===== config.mk =====
export PLATFORM = sky130hd
export DESIGN_NAME = eta_phi_delta_r
export DESIGN_NICKNAME = d
export VERILOG_FILES = /design/src/design/epdr_pkg.sv /design/src/design/eta_phi_delta_r.sv
export VERILOG_INCLUDE_DIRS = /design/src /design/src/design
export SDC_FILE = /design/constraint.sdc
export NUM_CORES = 1
export LEC_CHECK = 0
export BUFFER_PORTS_ARGS = -buffer_cell sky130_fd_sc_hd__buf_2
export CAP_MARGIN = 20
export CORE_ASPECT_RATIO = 1.5
export CORE_MARGIN = 1.5
export CORE_UTILIZATION = 65
export CTS_CLUSTER_SIZE = 24
export DETAILED_ROUTE_END_ITERATION = 10
export PLACE_DENSITY = 0.83
export SLEW_MARGIN = 20
export SYNTH_ARGS = -nofsm -noshare
export SYNTH_HDL_FRONTEND = slang
export SYNTH_SLANG_ARGS = --single-unit

===== constraint.sdc =====
create_clock -name i_clk -period 17.8 [get_ports i_clk]
set_clock_uncertainty 0.15 [all_clocks]
set_input_delay 2.67 -clock i_clk [delete_from_list [all_inputs] [get_ports i_clk]]
set_output_delay 2.67 -clock i_clk [all_outputs]
set_load 0.01 [all_outputs]

===== src/design/assert_macros.svh =====
// ----------------------------------------------------------------------------
// Assertion macros
// Shared wrappers for concurrent assertions clocked on i_clk and disabled
// while i_rst_n is low.
// ----------------------------------------------------------------------------
`ifndef ASSERT_MACROS_SVH
`define ASSERT_MACROS_SVH

// The property must hold at every rising clock edge out of reset.
`define ASSERT_ALWAYS(name, prop, msg) \
    name: assert property (@(posedge i_clk) disable iff (!i_rst_n) (prop)) else $error(msg);

// The expression must never be true at a rising clock edge out of reset.
`define ASSERT_NEVER(name, expr, msg) \
    name: assert property (@(posedge i_clk) disable iff (!i_rst_n) !(expr)) else $error(msg);

`endif


===== src/design/epdr_pkg.sv =====
// ----------------------------------------------------------------------------
// epdr_pkg
// Widths, constants and types of the eta/phi delta-R pipeline.
// ----------------------------------------------------------------------------
`timescale 1ns / 1ps

package epdr_pkg;

    localparam int ETA_BITS  = 13;
    localparam int PHI_BITS  = 12;

    localparam int DETA_W    = ETA_BITS + 1;
    localparam int DPHI_W    = PHI_BITS + 1;
    localparam int DR_W      = ETA_BITS + 1;

    localparam int SQE_W     = 2 * ETA_BITS;
    localparam int SQP_W     = 2 * PHI_BITS;
    localparam int SUM_W     = ((SQE_W > SQP_W) ? SQE_W : SQP_W) + 1;

    // Two root bits are resolved in each square-root stage.
    localparam int ISQ_STEPS = 2;
    localparam int RT_W      = (SUM_W + 1) / 2;
    localparam int NSQ       = (RT_W + ISQ_STEPS - 1) / ISQ_STEPS;
    localparam int RQ_W      = NSQ * ISQ_STEPS;
    localparam int RAD_W     = 2 * RQ_W;
    localparam int REM_W     = RQ_W + 3;

    localparam int LATENCY   = 3 + NSQ;

    localparam logic signed [DPHI_W:0]   HALF_X    = (DPHI_W + 1)'(1 << (PHI_BITS - 1));
    localparam logic signed [DPHI_W:0]   FULL_X    = (DPHI_W + 1)'(1 << PHI_BITS);
    localparam logic signed [DPHI_W-1:0] HALF_TURN = DPHI_W'(1 << (PHI_BITS - 1));

    typedef logic signed [DETA_W-1:0] t_deta;
    typedef logic signed [DPHI_W-1:0] t_dphi;
    typedef logic [RQ_W-1:0]          t_root;
    typedef logic [REM_W-1:0]         t_rem;
    typedef logic [RAD_W-1:0]         t_rad;

endpackage


===== src/design/eta_phi_delta_r.sv =====
// ----------------------------------------------------------------------------
// eta_phi_delta_r
// Angular distance of two objects in eta/phi space: wrapped delta phi and
// the floor of sqrt(deta^2 + dphi^2).
// ----------------------------------------------------------------------------
// A transaction is taken on every cycle that start is high; busy is always
// low because the pipeline never stalls. The result appears exactly
// LATENCY = 3 + NSQ cycles later (10 cycles with 13-bit eta and 12-bit phi)
// with o_valid high for one cycle, and it must be captured then. The three
// front stages form the differences with the phi wrap, the squares and
// their sum; the remaining NSQ stages each resolve two bits of the integer
// square root, which sets the latency. One transaction per cycle is
// sustained.
// ----------------------------------------------------------------------------
`timescale 1ns / 1ps
`include "assert_macros.svh"

module eta_phi_delta_r (
    input  logic                                 i_clk,
    input  logic                                 i_rst_n,
    input  logic                                 start,
    output logic                                 busy,
    input  logic signed [epdr_pkg::ETA_BITS-1:0] i_eta_a,
    input  logic signed [epdr_pkg::PHI_BITS-1:0] i_phi_a,
    input  logic signed [epdr_pkg::ETA_BITS-1:0] i_eta_b,
    input  logic signed [epdr_pkg::PHI_BITS-1:0] i_phi_b,
    output logic                                 o_valid,
    output logic        [epdr_pkg::DR_W-1:0]     o_delta_r,
    output logic signed [epdr_pkg::DPHI_W-1:0]   o_delta_phi
);

    logic                         r_v1;
    logic                         r_v2;
    logic [epdr_pkg::NSQ:0]       r_vld;

    epdr_pkg::t_deta              r_deta, n_deta;
    epdr_pkg::t_dphi              r_dphi1, n_dphi1;
    logic [epdr_pkg::SQE_W-1:0]   r_sqe, n_sqe;
    logic [epdr_pkg::SQP_W-1:0]   r_sqp, n_sqp;
    epdr_pkg::t_dphi              r_dphi2;

    epdr_pkg::t_rem               r_rem  [epdr_pkg::NSQ+1];
    epdr_pkg::t_root              r_root [epdr_pkg::NSQ+1];
    epdr_pkg::t_rad               r_rad  [epdr_pkg::NSQ+1];
    epdr_pkg::t_dphi              r_dp   [epdr_pkg::NSQ+1];

    epdr_pkg::t_rem               n_rem  [epdr_pkg::NSQ];
    epdr_pkg::t_root              n_root [epdr_pkg::NSQ];
    epdr_pkg::t_rad               n_rad  [epdr_pkg::NSQ];

    assign busy = 1'b0;

    // Stage 1: differences and the single wrap of delta phi into (-pi, pi].
    always_comb begin
        logic signed [epdr_pkg::DPHI_W:0] dphi_x;
        n_deta = epdr_pkg::DETA_W'(i_eta_a) - epdr_pkg::DETA_W'(i_eta_b);
        dphi_x = (epdr_pkg::DPHI_W + 1)'(i_phi_a) - (epdr_pkg::DPHI_W + 1)'(i_phi_b);
        if (dphi_x > epdr_pkg::HALF_X) begin
            dphi_x = dphi_x - epdr_pkg::FULL_X;
        end else if (dphi_x <= -epdr_pkg::HALF_X) begin
            dphi_x = dphi_x + epdr_pkg::FULL_X;
        end
        n_dphi1 = dphi_x[epdr_pkg::DPHI_W-1:0];
    end

    // Stage 2: magnitudes and squares.
    always_comb begin
        epdr_pkg::t_deta              deta_abs;
        epdr_pkg::t_dphi              dphi_abs;
        logic [epdr_pkg::ETA_BITS-1:0] ade;
        logic [epdr_pkg::PHI_BITS-1:0] adp;
        deta_abs = r_deta[epdr_pkg::DETA_W-1] ? -r_deta : r_deta;
        dphi_abs = r_dphi1[epdr_pkg::DPHI_W-1] ? -r_dphi1 : r_dphi1;
        ade      = deta_abs[epdr_pkg::ETA_BITS-1:0];
        adp      = dphi_abs[epdr_pkg::PHI_BITS-1:0];
        n_sqe    = epdr_pkg::SQE_W'(ade) * epdr_pkg::SQE_W'(ade);
        n_sqp    = epdr_pkg::SQP_W'(adp) * epdr_pkg::SQP_W'(adp);
    end

    // Square root stages, two restoring steps each.
    for (genvar g = 0; g < epdr_pkg::NSQ; g++) begin : g_sq
        always_comb begin
            epdr_pkg::t_rem  rem_v;
            epdr_pkg::t_root root_v;
            epdr_pkg::t_rad  rad_v;
            epdr_pkg::t_rem  trial;
            rem_v  = r_rem[g];
            root_v = r_root[g];
            rad_v  = r_rad[g];
            for (int j = 0; j < epdr_pkg::ISQ_STEPS; j++) begin
                rem_v = {rem_v[epdr_pkg::REM_W-3:0], rad_v[epdr_pkg::RAD_W-1 -: 2]};
                rad_v = rad_v << 2;
                trial = epdr_pkg::REM_W'({root_v, 2'b01});
                if (rem_v >= trial) begin
                    rem_v  = rem_v - trial;
                    root_v = {root_v[epdr_pkg::RQ_W-2:0], 1'b1};
                end else begin
                    root_v = {root_v[epdr_pkg::RQ_W-2:0], 1'b0};
                end
            end
            n_rem[g]  = rem_v;
            n_root[g] = root_v;
            n_rad[g]  = rad_v;
        end
    end

    always_ff @(posedge i_clk) begin
        if (!i_rst_n) begin
            r_v1  <= 1'b0;
            r_v2  <= 1'b0;
            r_vld <= '0;
        end else begin
            r_v1  <= start;
            r_v2  <= r_v1;
            r_vld <= {r_vld[epdr_pkg::NSQ-1:0], r_v2};
        end
    end

    always_ff @(posedge i_clk) begin
        r_deta    <= n_deta;
        r_dphi1   <= n_dphi1;
        r_sqe     <= n_sqe;
        r_sqp     <= n_sqp;
        r_dphi2   <= r_dphi1;
        r_rem[0]  <= '0;
        r_root[0] <= '0;
        r_rad[0]  <= epdr_pkg::RAD_W'(epdr_pkg::SUM_W'(r_sqe) + epdr_pkg::SUM_W'(r_sqp));
        r_dp[0]   <= r_dphi2;
        for (int k = 0; k < epdr_pkg::NSQ; k++) begin
            r_rem[k+1]  <= n_rem[k];
            r_root[k+1] <= n_root[k];
            r_rad[k+1]  <= n_rad[k];
            r_dp[k+1]   <= r_dp[k];
        end
    end

    assign o_valid     = r_vld[epdr_pkg::NSQ];
    assign o_delta_r   = r_root[epdr_pkg::NSQ][epdr_pkg::DR_W-1:0];
    assign o_delta_phi = r_dp[epdr_pkg::NSQ];

    `ASSERT_NEVER(a_never_busy, busy, "busy raised although the pipeline never stalls")
    `ASSERT_ALWAYS(a_valid_latency, o_valid |-> $past(start, epdr_pkg::LATENCY), "stray result")
    `ASSERT_ALWAYS(a_dphi_range, o_valid |-> (o_delta_phi > -epdr_pkg::HALF_TURN), "bad dphi")

endmodule

==> results.yml <==
yosys:
  synth_area_leaders: "dfxtp_1 33%, fa_1 13%, ha_1 13%, inv_1 6.3%, xnor2_1 4.5%"
  ys_seq_area_share_pct: 33.0
  synth-xor-area-share_pct: 6.77
  synth_cells: 2895
  muxShareOfSynthArea_pct: 0.973
  synth_flop_cell: "dfxtp_1"
  ys_warn_count: 0
  syn_area_sq_um: 27100
  synth_seq_cells: 448
  synth_top_family_by_area: "adder cells"
  synth.top_cell.area_share_pct: 33.0
  synth_largest_area_cell: "dfxtp_1"
  synth_edf_count: 0
  synthAdderAreaFrac_pct: 26.4
  avgSynthCellArea_sq_um: 9.38
  synth-compound-area-share_pct: 11.9
  async_reset_ff_share_pct: 0
  synth.distinct_cells: 104
  synth_simple_gate_area_share_pct: 13.5
floorplan:
  initial_core_util_pct: 66.0
  fp.coreArea_sq_um: 41100
  dieArea_sq_um: 43000
  rows: 91
  ioPinCount: 82
  die_w_microns: 170
  fp.dieH_microns: 253
timing:
  setup_tns_ns: 0
  rsz0062_at_grt: "no"
  maxSlewViolCount: 0
  worstMarginPinSlew_ns: 0.938
  setup_violations: 0
  max_freq_mhz: 119
  maxSlewHeadroom_pct: 36.8
  final.min_clock_period_ns: 8.40
  final-hold-violation-count: 0
  period_share_pct: 47.2
grt:
  gr-total-overflow: 0
  grt.total_usage_pct: 28.4
  grt_max_degree: 25
  antenna_found_initial: 0
  grt_pass1_vias: 21100
  grt_pass1_wl_microns: 98000
final_layout:
  layout_common_cells: "453 x inv_1, 448 x dfxtp_1, 285 x ha_1"
  diodes: 0
  fill_cells: 2910
  syn_to_final_growth_pct: 8.72
  drive_gt1_share_pct: 7.61
  layout.nets: 3495
  layout_commonest_cell: "inv_1"
drt:
  num_vias: 20000
  drc: 0
  wl_per_cell_microns: 16.8
  postRouteAntennaNets: 0
  via_per_inst: 5.62
  drtIter0Drc: 1146
  routed_wl_microns: 60100
  first_pass_iters: 5
clocking:
  cts_root_buf: "clkbuf_16"
  numCtsBuffers: 40
  post_cts_resize_count: 0
  cts_buffer_depth: 3
  htree_levels: 2
  cts.clk_slew.worst_paths_ns: 0.06
  clock_sinks: 448
  clock_latency_ns: 0.57
  cts_setup_buffers: 0
  hold_buffers: 0
  tritoncts: "done"
worst_setup_path:
  path_class: "reg2reg"
  cp.required_ns: 18.11
  endpoint_kind: "flop"
  cp.arrival_ns: 8.71
  path_max_fanout: 9
  reg2reg_slack_ns: 9.40
  cp-start-kind: "flop"
worst_hold_path:
  holdCritPathClass: "reg2reg"
job:
  drv_cap: 0
placed_design:
  io_buffer_count: 80
  place.gp.congestion: 0.965
  dpl.hpwl_microns: 47200
status:
  status: "complete, no violations"
==> cell usage after synthesis (22+ instances only) <==
cell type / number
a21o_1: 46
a21oi_1: 128
and2_1: 22
dfxtp_1: 448
fa_1: 180
ha_1: 285
inv_1: 453
nand2_1: 189
nand2b_1: 32
nand3_1: 46
nor2_1: 266
nor2b_1: 32
nor3_1: 56
o21a_1: 33
o21ai_0: 107
xnor2_1: 140
xor2_1: 68
==> registers in the layout, indices dropped and copies added, names as in the netlist <==
signal and cells:
r_deta 14, r_dp 104, r_dphi1 13, r_dphi2 12, r_rad 111, r_rem 80, r_root 56, r_sqe 25
r_sqp 23, r_v1 1, r_v2 1, r_vld 8
==> per-layer routing <==
layer	GRT usage [%]	routed length [microns]	vias up
li1	-	-	9681
met1	27.5	21100	9584
met2	56.9	33400	554
met3	3.05	2080	228
met4	16.4	3560	0
met5	0	0	-
==> final cells by class <==
| class | count | area, sq um | area share (%) |
|---|---|---|---|
| clock inverters | 28 | 432 | 1.46 |
| well taps | 558 | 698 | 2.37 |
| clock buffers | 45 | 1060 | 3.59 |
| repair buffers | 83 | 423 | 1.43 |
| inverters | 461 | 1730 | 5.87 |
| multi-input cells | 1943 | 16200 | 54.9 |
| flip-flops and latches | 448 | 8970 | 30.4 |
==> path summary, 6_finish.rpt <==
check	to	cells past startpoint	start
setup reg to reg	r_sqe[25]	27	r_deta[4]
hold reg to reg	r_rad[1][18]	0	r_rad[0][14]
setup / recovery	r_sqe[25]	27	r_deta[4]
hold / removal	r_rad[1][18]	0	r_rad[0][14]
==> logic make-up after synthesis <==
family	Yosys count
AOI/OAI and AO/OA	484
xor gates and xnor gates	209
adders and majority gates	465
buffers and inverters	505
DFF	448
muxes	24
other	1
and+or+nand+nor	759
==> critical path: stages (launching register included) <==
cell       delay [ns]
dfxtp_1          0.34
or4_1            0.59
nor4_1           0.26
nand2b_1         0.11
o21ai_0          0.31
xor2_1           0.62
nor2_1           0.25
xnor2_1          0.19
ha_1             0.30
inv_1            0.06
fa_1             0.53
inv_1            0.05
fa_1             0.50
fa_1             0.54
inv_1            0.05
fa_1             0.53
inv_1            0.04
ha_1             0.37
a21oi_1          0.23
o211ai_1         0.15
a211oi_1         0.37
o31ai_1          0.21
nor4_1           0.20
nor3_1           0.15
and4_1           0.23
a2111oi_0        0.62
a21oi_1          0.18
xnor2_1          0.17
==> per-stage QoR <==
stage | area [sq um] | hold WS [ns] | setup slack [ns] | util [%] | instances
after floorplan | 27100 | 0.160 | 10.49 | - | 2896
final | 29500 | 0.161 | 9.40 | 71.8 | 3566
after CTS | 29500 | 0.160 | 9.51 | 71.8 | 3566
after global placement | 28000 | 0.160 | 9.78 | 68.1 | 3493
after detailed placement | 28000 | 0.162 | 9.53 | 68.1 | 3493
after global routing | 29500 | 0.168 | 8.87 | 71.8 | 3566
Power is left out: the tool's default activity adds up to more than one toggle a clock period on the data nets, which glitch-free logic cannot reach.
